`src/design/assert_macros.svh`:
```
// Assertion macros shared by the RTL that carries checks.
// Every macro samples on posedge clk and is disabled while rst_n is low.
`ifndef ASSERT_MACROS_SVH
`define ASSERT_MACROS_SVH

`ifndef NO_ASSERTIONS

// Expression must hold at every clock edge outside reset.
`define ASSERT_ALWAYS(label, expr) \
    label: assert property (@(posedge clk) disable iff (!rst_n) (expr)) \
        else $error("assertion failed: expression does not hold");

// Consequent must hold in the same cycle as the antecedent.
`define ASSERT_IMPLY(label, ante, cons) \
    label: assert property (@(posedge clk) disable iff (!rst_n) (ante) |-> (cons)) \
        else $error("assertion failed: implication does not hold");

`else

`define ASSERT_ALWAYS(label, expr)
`define ASSERT_IMPLY(label, ante, cons)

`endif

`endif

```
`src/design/lss_pkg.sv`:
```
// Shared types, widths and codes for the LIFO stack with search.
// No dependencies; imported by every module of the block.
`default_nettype none

package lss_pkg;

    localparam int DEPTH       = 16;
    localparam int IDX_W       = (DEPTH > 1) ? $clog2(DEPTH) : 1;
    localparam int CNT_W       = $clog2(DEPTH + 1);
    localparam int WORD_W      = 32;
    localparam int FUNC_W      = 2;
    localparam int STATUS_W    = 2;
    localparam int FILL_W      = 5;
    localparam int LIMIT_W     = 5;
    localparam int QUEUE_DEPTH = 2;
    localparam int QPTR_W      = 1;
    localparam int QCNT_W      = 2;

    localparam logic [LIMIT_W-1:0] LIMIT_RESET = LIMIT_W'(16);

    // func codes on the request channel
    localparam logic [FUNC_W-1:0] FUNC_PUSH   = 2'd0;
    localparam logic [FUNC_W-1:0] FUNC_POP    = 2'd1;
    localparam logic [FUNC_W-1:0] FUNC_SEARCH = 2'd2;

    // status codes on the result channel
    localparam logic [STATUS_W-1:0] STAT_OK       = 2'd0;
    localparam logic [STATUS_W-1:0] STAT_OVERFLOW = 2'd1;
    localparam logic [STATUS_W-1:0] STAT_EMPTY    = 2'd2;

    typedef enum logic [1:0] {
        OP_PUSH   = 2'd0,
        OP_POP    = 2'd1,
        OP_SEARCH = 2'd2,
        OP_NOP    = 2'd3
    } op_t;

    typedef struct packed {
        op_t                      op;
        logic signed [WORD_W-1:0] operand;
    } cmd_t;

    typedef struct packed {
        logic signed [WORD_W-1:0] value;
        logic [STATUS_W-1:0]      status;
        logic                     found;
        logic [CNT_W-1:0]         fill;
    } res_t;

endpackage

`default_nettype wire

```
`src/design/lss_front.sv`:
```
// Front end: takes requests, decodes func into a command, holds it in a register.
// Depends on lss_pkg.
`default_nettype none

module lss_front
    import lss_pkg::*;
(
    input  wire logic                     clk,
    input  wire logic                     rst_n,
    input  wire logic                     in_valid,
    output logic                          in_ready,
    input  wire logic [FUNC_W-1:0]        in_func,
    input  wire logic signed [WORD_W-1:0] in_operand,
    output logic                          cmd_valid,
    input  wire logic                     cmd_ready,
    output cmd_t                          cmd
);

    logic valid_reg;
    logic valid_next;
    cmd_t cmd_reg;
    cmd_t cmd_next;
    op_t  op_dec;

    always_comb
    begin
        unique case (in_func)
            FUNC_PUSH:   op_dec = OP_PUSH;
            FUNC_POP:    op_dec = OP_POP;
            FUNC_SEARCH: op_dec = OP_SEARCH;
            default:     op_dec = OP_NOP;
        endcase
    end

    assign in_ready = !valid_reg || cmd_ready;

    always_comb
    begin
        valid_next = valid_reg;
        cmd_next   = cmd_reg;
        if (in_valid && in_ready)
        begin
            valid_next       = 1'b1;
            cmd_next.op      = op_dec;
            cmd_next.operand = in_operand;
        end
        else if (cmd_ready)
        begin
            valid_next = 1'b0;
        end
    end

    always_ff @(posedge clk or negedge rst_n)
    begin
        if (!rst_n)
        begin
            valid_reg <= 1'b0;
        end
        else
        begin
            valid_reg <= valid_next;
        end
    end

    always_ff @(posedge clk)
    begin
        cmd_reg <= cmd_next;
    end

    assign cmd_valid = valid_reg;
    assign cmd       = cmd_reg;

endmodule

`default_nettype wire

```
`src/design/lss_queue.sv`:
```
// Short command queue decoupling the front end from the stack engine.
// Depends on lss_pkg.
`default_nettype none

module lss_queue
    import lss_pkg::*;
(
    input  wire logic clk,
    input  wire logic rst_n,
    input  wire logic wr_valid,
    output logic      wr_ready,
    input  cmd_t      wr_cmd,
    output logic      rd_valid,
    input  wire logic rd_ready,
    output cmd_t      rd_cmd
);

    cmd_t              slot_reg [QUEUE_DEPTH];
    logic [QPTR_W-1:0] wr_ptr_reg;
    logic [QPTR_W-1:0] rd_ptr_reg;
    logic [QCNT_W-1:0] count_reg;
    logic              do_wr;
    logic              do_rd;

    assign wr_ready = (count_reg != QCNT_W'(QUEUE_DEPTH));
    assign rd_valid = (count_reg != '0);
    assign do_wr    = wr_valid && wr_ready;
    assign do_rd    = rd_valid && rd_ready;
    assign rd_cmd   = slot_reg[rd_ptr_reg];

    always_ff @(posedge clk or negedge rst_n)
    begin
        if (!rst_n)
        begin
            wr_ptr_reg <= '0;
            rd_ptr_reg <= '0;
            count_reg  <= '0;
        end
        else
        begin
            if (do_wr)
            begin
                wr_ptr_reg <= wr_ptr_reg + QPTR_W'(1);
            end
            if (do_rd)
            begin
                rd_ptr_reg <= rd_ptr_reg + QPTR_W'(1);
            end
            if (do_wr && !do_rd)
            begin
                count_reg <= count_reg + QCNT_W'(1);
            end
            else if (do_rd && !do_wr)
            begin
                count_reg <= count_reg - QCNT_W'(1);
            end
        end
    end

    always_ff @(posedge clk)
    begin
        if (do_wr)
        begin
            slot_reg[wr_ptr_reg] <= wr_cmd;
        end
    end

endmodule

`default_nettype wire

```
`src/design/lss_back.sv`:
```
// Stack engine: entry memory, fill count, pop read and sequential search scan.
// Depends on lss_pkg; drives the registered result.
`default_nettype none

module lss_back
    import lss_pkg::*;
(
    input  wire logic               clk,
    input  wire logic               rst_n,
    input  wire logic [LIMIT_W-1:0] stack_limit,
    input  wire logic               cmd_valid,
    output logic                    cmd_ready,
    input  cmd_t                    cmd,
    output logic                    out_valid,
    input  wire logic               out_ready,
    output res_t                    out_res
);

    typedef enum logic [2:0] {
        ST_IDLE = 3'b001,
        ST_POP  = 3'b010,
        ST_SCAN = 3'b100
    } state_t;

    logic [WORD_W-1:0]        mem [DEPTH];
    logic [WORD_W-1:0]        rd_data_reg;

    state_t                   state_reg,     state_next;
    logic [CNT_W-1:0]         count_reg,     count_next;
    logic [IDX_W-1:0]         idx_reg,       idx_next;
    logic signed [WORD_W-1:0] key_reg,       key_next;
    logic                     out_valid_reg, out_valid_next;
    res_t                     out_res_reg,   out_res_next;

    logic                     wr_en;
    logic                     rd_en;
    logic [IDX_W-1:0]         rd_addr;
    logic                     take;
    logic                     full;
    logic                     hit;
    logic                     last;
    logic [CNT_W-1:0]         count_dec;

    assign cmd_ready = (state_reg == ST_IDLE) && !out_valid_reg;
    assign take      = cmd_valid && cmd_ready;
    assign full      = (int'(count_reg) >= int'(stack_limit)) || (int'(count_reg) >= DEPTH);
    assign hit       = (rd_data_reg == key_reg);
    assign last      = ((int'(idx_reg) + 1) == int'(count_reg));
    assign count_dec = count_reg - CNT_W'(1);

    always_comb
    begin
        state_next     = state_reg;
        count_next     = count_reg;
        idx_next       = idx_reg;
        key_next       = key_reg;
        out_valid_next = out_valid_reg && !out_ready;
        out_res_next   = out_res_reg;
        wr_en          = 1'b0;
        rd_en          = 1'b0;
        rd_addr        = idx_reg + IDX_W'(1);

        unique case (state_reg)
            ST_IDLE:
            begin
                if (take)
                begin
                    out_res_next.value  = '0;
                    out_res_next.status = STAT_OK;
                    out_res_next.found  = 1'b0;
                    out_res_next.fill   = count_reg;
                    unique case (cmd.op)
                        OP_PUSH:
                        begin
                            out_valid_next = 1'b1;
                            if (full)
                            begin
                                out_res_next.status = STAT_OVERFLOW;
                            end
                            else
                            begin
                                wr_en             = 1'b1;
                                count_next        = count_reg + CNT_W'(1);
                                out_res_next.fill = count_reg + CNT_W'(1);
                            end
                        end
                        OP_POP:
                        begin
                            if (count_reg == '0)
                            begin
                                out_valid_next      = 1'b1;
                                out_res_next.value  = -32'sd1;
                                out_res_next.status = STAT_EMPTY;
                            end
                            else
                            begin
                                count_next = count_dec;
                                rd_en      = 1'b1;
                                rd_addr    = count_dec[IDX_W-1:0];
                                state_next = ST_POP;
                            end
                        end
                        OP_SEARCH:
                        begin
                            if (count_reg == '0)
                            begin
                                out_valid_next      = 1'b1;
                                out_res_next.status = STAT_EMPTY;
                            end
                            else
                            begin
                                key_next   = cmd.operand;
                                idx_next   = '0;
                                rd_en      = 1'b1;
                                rd_addr    = '0;
                                state_next = ST_SCAN;
                            end
                        end
                        default:
                        begin
                            out_valid_next = 1'b1;
                        end
                    endcase
                end
            end
            ST_POP:
            begin
                out_valid_next      = 1'b1;
                out_res_next.value  = rd_data_reg;
                out_res_next.status = STAT_OK;
                out_res_next.found  = 1'b0;
                out_res_next.fill   = count_reg;
                state_next          = ST_IDLE;
            end
            ST_SCAN:
            begin
                if (hit || last)
                begin
                    out_valid_next      = 1'b1;
                    out_res_next.value  = '0;
                    out_res_next.status = STAT_OK;
                    out_res_next.found  = hit;
                    out_res_next.fill   = count_reg;
                    state_next          = ST_IDLE;
                end
                else
                begin
                    idx_next = idx_reg + IDX_W'(1);
                    rd_en    = 1'b1;
                end
            end
            default:
            begin
                state_next = ST_IDLE;
            end
        endcase
    end

    always_ff @(posedge clk or negedge rst_n)
    begin
        if (!rst_n)
        begin
            state_reg     <= ST_IDLE;
            count_reg     <= '0;
            out_valid_reg <= 1'b0;
        end
        else
        begin
            state_reg     <= state_next;
            count_reg     <= count_next;
            out_valid_reg <= out_valid_next;
        end
    end

    always_ff @(posedge clk)
    begin
        idx_reg     <= idx_next;
        key_reg     <= key_next;
        out_res_reg <= out_res_next;
    end

    // entry memory: one write port at the fill count, one registered read port
    always_ff @(posedge clk)
    begin
        if (wr_en)
        begin
            mem[count_reg[IDX_W-1:0]] <= cmd.operand;
        end
        if (rd_en)
        begin
            rd_data_reg <= mem[rd_addr];
        end
    end

    assign out_valid = out_valid_reg;
    assign out_res   = out_res_reg;

endmodule

`default_nettype wire

```
`src/design/lifo_stack_with_search.sv`:
```
// LIFO stack with search. A request passes the front register and the queue;
// the engine answers push, overflow, underflow, empty search and unused func
// in its result register, reads memory for a pop and compares one entry at a
// time for a search until a hit or the last entry; it takes one command at a time.
// Async active-low reset empties the stack and sets stack_limit to 16; entry
// memory is not cleared, no clearing pass.
`default_nettype none

`include "assert_macros.svh"

module lifo_stack_with_search
    import lss_pkg::*;
(
    input  wire logic        clk,
    input  wire logic        rst_n,

    // configuration: stack_limit
    input  wire logic        cfg_we,
    input  wire logic [4:0]  cfg_wdata,     // [4:0] stack_limit

    // request channel
    input  wire logic        s_axis_tvalid,
    output logic             s_axis_tready,
    input  wire logic [31:0] s_axis_tdata,  // [31:0] operand_value
    input  wire logic [1:0]  s_axis_tuser,  // [1:0] func

    // result channel
    output logic             m_axis_tvalid,
    input  wire logic        m_axis_tready,
    output logic [39:0]      m_axis_tdata,  // [31:0] result_value, [36:32] fill_count
    output logic [2:0]       m_axis_tuser   // [1:0] status, [2] found
);

    logic [LIMIT_W-1:0] stack_limit_reg;

    logic front_valid;
    logic front_ready;
    cmd_t front_cmd;
    logic queue_valid;
    logic queue_ready;
    cmd_t queue_cmd;
    res_t res;

    // Limit register; the user must write it only while the block is idle; the block does not enforce this.
    always_ff @(posedge clk or negedge rst_n)
    begin
        if (!rst_n)
        begin
            stack_limit_reg <= LIMIT_RESET;
        end
        else if (cfg_we)
        begin
            stack_limit_reg <= cfg_wdata;
        end
    end

    // Front end: accept and classify each request.
    lss_front u_front
    (
        .clk        (clk),
        .rst_n      (rst_n),
        .in_valid   (s_axis_tvalid),
        .in_ready   (s_axis_tready),
        .in_func    (s_axis_tuser),
        .in_operand (s_axis_tdata),
        .cmd_valid  (front_valid),
        .cmd_ready  (front_ready),
        .cmd        (front_cmd)
    );

    // Two-entry queue lets the front keep taking requests during a scan.
    lss_queue u_queue
    (
        .clk      (clk),
        .rst_n    (rst_n),
        .wr_valid (front_valid),
        .wr_ready (front_ready),
        .wr_cmd   (front_cmd),
        .rd_valid (queue_valid),
        .rd_ready (queue_ready),
        .rd_cmd   (queue_cmd)
    );

    // Engine: memory, fill count, pop read and one-entry-per-cycle search.
    lss_back u_back
    (
        .clk         (clk),
        .rst_n       (rst_n),
        .stack_limit (stack_limit_reg),
        .cmd_valid   (queue_valid),
        .cmd_ready   (queue_ready),
        .cmd         (queue_cmd),
        .out_valid   (m_axis_tvalid),
        .out_ready   (m_axis_tready),
        .out_res     (res)
    );

    assign m_axis_tdata = {3'b000, FILL_W'(res.fill), res.value};
    assign m_axis_tuser = {res.found, res.status};

    // fill never passes the stack depth
    `ASSERT_IMPLY(a_fill_bound, m_axis_tvalid, int'(m_axis_tdata[36:32]) <= DEPTH)
    // a match is only reported with ok status
    `ASSERT_IMPLY(a_found_ok, m_axis_tvalid && m_axis_tuser[2], m_axis_tuser[1:0] == STAT_OK)
    // an overflowed push returns a zero word (its fill, not checked, is nonzero or the limit zero)
    `ASSERT_IMPLY(a_ovf_zero, m_axis_tvalid && (m_axis_tuser[1:0] == STAT_OVERFLOW),
                  m_axis_tdata[31:0] == 32'd0)

endmodule

`default_nettype wire
```
`config.mk`:
```
export PLATFORM = sky130hd
export DESIGN_NAME = lifo_stack_with_search
export DESIGN_NICKNAME = d
export VERILOG_FILES = /design/src/design/lss_pkg.sv /design/src/design/lss_front.sv /design/src/design/lss_queue.sv /design/src/design/lss_back.sv /design/src/design/lifo_stack_with_search.sv
export VERILOG_INCLUDE_DIRS = /design/src /design/src/design
export SDC_FILE = /design/constraint.sdc
export NUM_CORES = 1
export LEC_CHECK = 0
export ABC_AREA = 0
export BUFFER_PORTS_ARGS = -buffer_cell sky130_fd_sc_hd__buf_2
export CAP_MARGIN = 15
export CORE_UTILIZATION = 62
export CTS_CLUSTER_SIZE = 20
export DETAILED_ROUTE_END_ITERATION = 7
export HOLD_SLACK_MARGIN = 0.06
export PLACE_DENSITY = 0.79
export SLEW_MARGIN = 20
export SYNTH_ARGS = -nofsm -noshare
export SYNTH_HDL_FRONTEND = slang
export SYNTH_SLANG_ARGS = --single-unit
```
`constraint.sdc`:
```
create_clock -name clk -period 7.4 [get_ports clk]
set_input_delay 1.11 -clock clk [delete_from_list [all_inputs] [get_ports clk]]
set_output_delay 1.11 -clock clk [all_outputs]
set_load 0.1 [all_outputs]
```
==> results of run 1 <==
-- layout by cell type, fill, tap and decap left out, drive strengths merged, types with 4 or more instances in the layout --
| master | Yosys | layout |
|---|---|---|
| edfxtp | 722 | 722 |
| nand2 | 344 | 344 |
| nor2 | 214 | 214 |
| buf | 53 | 120 |
| clkbuf | 62 | 94 |
| a21oi | 67 | 67 |
| xnor2 | 43 | 43 |
| o21ai | 43 | 43 |
| nand4 | 42 | 42 |
| mux2i | 36 | 36 |
| a21o | 35 | 35 |
| mux2 | 34 | 34 |
| nor4b | 34 | 34 |
| clkinv | 0 | 33 |
| a32o | 32 | 32 |
| a22o | 32 | 32 |
| o22ai | 32 | 32 |
| nor4 | 22 | 22 |
| inv | 17 | 18 |
| dfrtp | 17 | 17 |
| ha | 16 | 16 |
| nor3 | 10 | 10 |
| xor2 | 6 | 6 |
| nand2b | 5 | 5 |
| nand3 | 4 | 4 |
-- final cells by class --
class	count	area, um^2
inverter	17	63.8
multi-input combinational	1096	6860
clock buffer	94	1970
clock inverter	36	201
timing repair buffer	120	688
fill	2874	14000
tap	607	759
sequential	741	22200
-- power breakdown --
part / switching [uW] / internal (uW)
clock: 1480 / 1910
combinational: 4270 / 1630
sequential: 270 / 5810
-- final timing paths --
kind / from / slack (ps) / endpoint
max: u_back.count_reg[0]$_DFFE_PN0P_ / 2760 / u_back.rd_data_reg[29]$_DFFE_PP_
min: u_front.cmd[29]$_DFFE_PP_ / 440 / u_queue.slot_reg[1][29]$_DFFE_PP_
max reg2reg: u_back.count_reg[0]$_DFFE_PN0P_ / 2760 / u_back.rd_data_reg[29]$_DFFE_PP_
min reg2reg: u_front.cmd[29]$_DFFE_PP_ / 440 / u_queue.slot_reg[1][29]$_DFFE_PP_
max in group asynchronous: rst_n / 6580 / u_back.state_reg[0]$_DFFE_PN1P_
min in group asynchronous: rst_n / 470 / u_back.out_valid$_DFF_PN0_
-- metrics by stage --
step / total power [uW] / utilization [%] / std cells / hold slack [ps]
CTS: 15300 / 70.1 / 2711 / 445
detailed placement: 11900 / 65.4 / 2581 / 431
floorplan: 10400 / - / 1969 / 421
finish: 15400 / 70.1 / 2711 / 443
global route: 16000 / 70.1 / 2711 / 448
global placement: 11700 / 65.4 / 2581 / 424
-- metal layers --
layer / vias to the layer above / track usage [%] / share of wire, %
met5: - / 0 / 0
met4: 0 / 13.3 / 3.8
met3: 173 / 5.42 / 9.5
met2: 927 / 46.3 / 49
met1: 8523 / 38.2 / 38
li1: 7462 / - / -
-- worst max-delay path, cell delays in order, from the launching register on --
cell      delay, ps
dfrtp_1         490
inv_1           210
ha_1            210
or4b_1          620
o2111a_1        420
o21a_4          420
nor3_4          180
buf_4           460
and2b_1         540
buf_4           470
a32o_1          240
nor4b_2          70
-- kinds of logic after synthesis --
| group | after synthesis | share of synthesized area [%] |
|---|---|---|
| xor+xnor | 49 | 1.46 |
| fa+ha+maj | 16 | 0.681 |
| buf+inv | 132 | 2.08 |
| compound gates | 261 | 6.73 |
| simple gates | 697 | 11.1 |
| flops | 741 | 75.4 |
| other cells | 1 | 0.0128 |
| mux | 70 | 2.53 |
==> flow_summary.ini, run 1 <==
[yosys]
async_flop_share_pct = 2.56
synth_cell_type_count = 62
ys.flop_type = edfxtp_1
synth_edf_count = 722
synth.most_common_cell = edfxtp_1
ys_seq_elements = 741
yosysSeqAreaShare_pct = 75.4
syn_inst = 1967
synth_area_leaders = edfxtp_1 (74%), nand2_1 (4.4%), nor2_1 (2.7%), nor4b_2 (1.7%), dfrtp_1 (1.4%)
syn_area_mm2 = 0.0294
synth_top_area_share_pct = 73.7
syn_area_per_cell_um2 = 14.9
yosysWarnings = 0
post-synth-top-area-cell = edfxtp_1
synth_common_cells = edfxtp_1 (722), nand2_1 (344), nor2_1 (213)

[place]
place_area_mm2 = 0.0305
globalplace.congestion = 0.869
port_buffers = 85
dp_slack_ps = 2840
dpl.hpwl_um = 35700

[cts]
cts_tree = built
cts_hold_buf = 0
cts_made_buffers = 71
cts.sink_count = 741
h-tree-depth = 3
cts_root_buffer = clkbuf_16
cts_buffer_depth = 3
clk_pin_slew_ps = 60
postCtsSetupBuffers = 0
worstSkewPairLatency_ps = 610
cts_resized = 0

[flow_run]
maxCapViolCount = 0

[sta]
rsz0062_at_grt = no
slew_viol_final = 0
fmax_mhz = 215
finalClockSkew_ps = 21.6
finalHoldViolations = 0
setup_viol_count_final = 0
setup_ws_ps = 2760
worst_pin_slew_ps = 1110
final.setup.tns_ps = 0
relSlewSlack_pct = 25.7
layout_min_cycle_time_ps = 4640
fin_crit_sh_pct = 62.8

[layout]
layout.nets = 2107
area_growth_pct = 11.2
largest_reg_flops = 512
drive_above_1_share_pct = 16.8
fin_area_mm2 = 0.0327
diodes = 0

[floorplanning]
die_x_um = 220
fp-row-count = 79
design.core.area_mm2 = 0.0467
die_area_mm2 = 0.0483
start_util_pct = 63.0
die_h_um = 220
pin_count = 89

[worst_setup_path]
arrival_ps = 4970
cp-start-kind = flip-flop
path_class = flip-flop to flip-flop
endpoint_kind = flip-flop
cp.required_ps = 7730
path_max_fanout = 48
r2r_cells = 11

[power_and_ir_drop]
p_per_area_mw_per_mm2 = 470
power.leakage_uw = 0.0115
ir_worst_vdd_mv = 0.374

[grt]
grt_pass1_wl_um = 101000
antenna_found_initial = 0
grt.total_usage_pct = 28.7
grt_pass1_vias = 17000
grt-ovfl-total = 0
grt_max_degree = 84

[min_path]
hold_path.class = flip-flop to flip-flop
holdPathStages = 0

[detailed_routing]
drt_iter0_drc = 2247
wl_um = 67800
wl_per_cell_um = 25.0
ant_nets = 0
viasPerCell = 6.30
detailroute.via_count = 17100
drc = 12
firstDrtPassIters = 7

[run_status]
violations = DRC
status = finished with violations
No activity file was read; power rests on OpenSTA's default activity.
==> inputs of run 2 (changes only) <==
Settings changed: CORE_UTILIZATION 62 to 56, PLACE_DENSITY 0.79 to 0.76.
Clock period 7.4 ns to 3.9 ns, I/O delays scaled along.
==> flow_summary.ini, run 2 (synthesis gave the netlist of run 1 again) <==
[sta]
relSlewSlack_pct = 37.1
layout_min_cycle_time_ps = 3680
worst_pin_slew_ps = 943
setup_viol_count_final = 0
finalHoldViolations = 0
setup_ws_ps = 217
finalClockSkew_ps = 23.6
fmax_mhz = 272
slew_viol_final = 0
final.setup.tns_ps = 0
fin_hold_ws_ps = 148
rsz0062_at_grt = no
fin_crit_sh_pct = 94.4

[layout]
diodes = 0
layout_commonest_cell = edfxtp_1
drive_above_1_share_pct = 18.0
final_cell_mix = edfxtp_1 (722), nand2_1 (344), nor2_1 (212)
utilization_pct = 65.1
n_fill_cell = 3451
largest_reg_flops = 512
area_growth_pct = 14.3
final_cells = 2810
layout.nets = 2133

[worst_setup_path]
cp.required_ps = 4240
r2r_cells = 9
arrival_ps = 4020
cp-start-kind = flip-flop
endpoint_kind = flip-flop
path_max_fanout = 14
path_class = flip-flop to flip-flop

[min_path]
holdPathStages = 1
hold_path.class = input pin to flip-flop

[place]
globalplace.congestion = 0.858
place_inst = 2675
port_buffers = 85
dpl.hpwl_um = 38400
dp_slack_ps = 316

[grt]
grt_max_degree = 98
grt-ovfl-total = 0
grt_pass1_wl_um = 105000
antenna_found_initial = 0
grt_pass1_vias = 17400
grt.total_usage_pct = 26.8

[detailed_routing]
wl_per_cell_um = 25.2
wl_um = 70900
firstDrtPassIters = 6
viasPerCell = 6.17
detailroute.via_count = 17300
drc = 0
drt_iter0_drc = 2139
ant_nets = 0

[cts]
worstSkewPairLatency_ps = 610
cts.sink_count = 741
cts_root_buffer = clkbuf_16
cts_buffer_depth = 3
cts_made_buffers = 74
clk_pin_slew_ps = 60
h-tree-depth = 3
cts_tree = built
cts_resized = 0

[power_and_ir_drop]
p_per_area_mw_per_mm2 = 904
ir_worst_vdd_mv = 0.653
power.leakage_uw = 0.0118

[floorplanning]
fp-row-count = 83
start_util_pct = 57.0
die_h_um = 231
design.core.area_mm2 = 0.0516
die_area_mm2 = 0.0534
pin_count = 89
die_x_um = 231

[run_status]
status = finished, final reports clean

[flow_run]
maxCapViolCount = 0
run 2: final timing paths:
| check | start | end | slack (ps) |
|---|---|---|---|
| max in group asynchronous | rst_n | u_queue.rd_ptr_reg$_DFFE_PN0N_ | 3020 |
| min | s_axis_tdata[12] | u_front.cmd[12]$_DFFE_PP_ | 150 |
| min in group asynchronous | rst_n | u_back.count_reg[1]$_DFFE_PN0P_ | 480 |
| min reg2reg | u_front.cmd[4]$_DFFE_PP_ | u_queue.slot_reg[0][4]$_DFFE_PP_ | 450 |
| max reg2reg | u_back.count_reg[1]$_DFFE_PN0P_ | u_back.rd_data_reg[24]$_DFFE_PP_ | 220 |
| max | u_back.count_reg[1]$_DFFE_PN0P_ | u_back.rd_data_reg[24]$_DFFE_PP_ | 220 |
run 2: timing repair:
| item | in CTS | in global routing |
|---|---|---|
| setup buffers | 0 | 0 |
| hold buffers | 1 | 0 |
| endpoints found under the hold margin | 17 | 0 |
run 2: final cells by class:
class,count,area (um^2),share of cell area [%]
Sequential cell,741,22200,66.0
Multi-Input combinational cell,1096,7000,20.8
Clock buffer,94,1960,5.83
Timing Repair Buffer,143,1160,3.46
Tap cell,680,851,2.53
Clock inverter,39,403,1.20
Inverter,17,63.8,0.190
run 2: worst max-delay path: stages (launching register included):
cell and delay (ps):
dfrtp_1 470, inv_1 170, ha_1 200, or4b_1 620, o2111a_1 420, o21a_4 260, or3_2 690, buf_12 250
o22ai_2 210, nor4b_2 80
run 2: power breakdown:
group          switching [uW]  internal [uW]
combinational            8450           3420
clock                    2940           4040
sequential                504          11000
total                   11900          18500
run 2: layer usage:
layer	track usage (%)	vias up	routed length, um
met1	36.2	8662	27400
li1	-	7520	-
met2	43.9	1013	34700
met5	0	-	0
met3	4.37	145	6790
met4	10.2	0	2080
run 2: stage by stage:
stage               total power [uW]  instance area [um^2]
detailed placement             23300                 31200
global placement               22900                 31200
CTS                            30300                 33600
global route                   31500                 33600
finish                         30400                 33600
floorplan                      19800                 29500
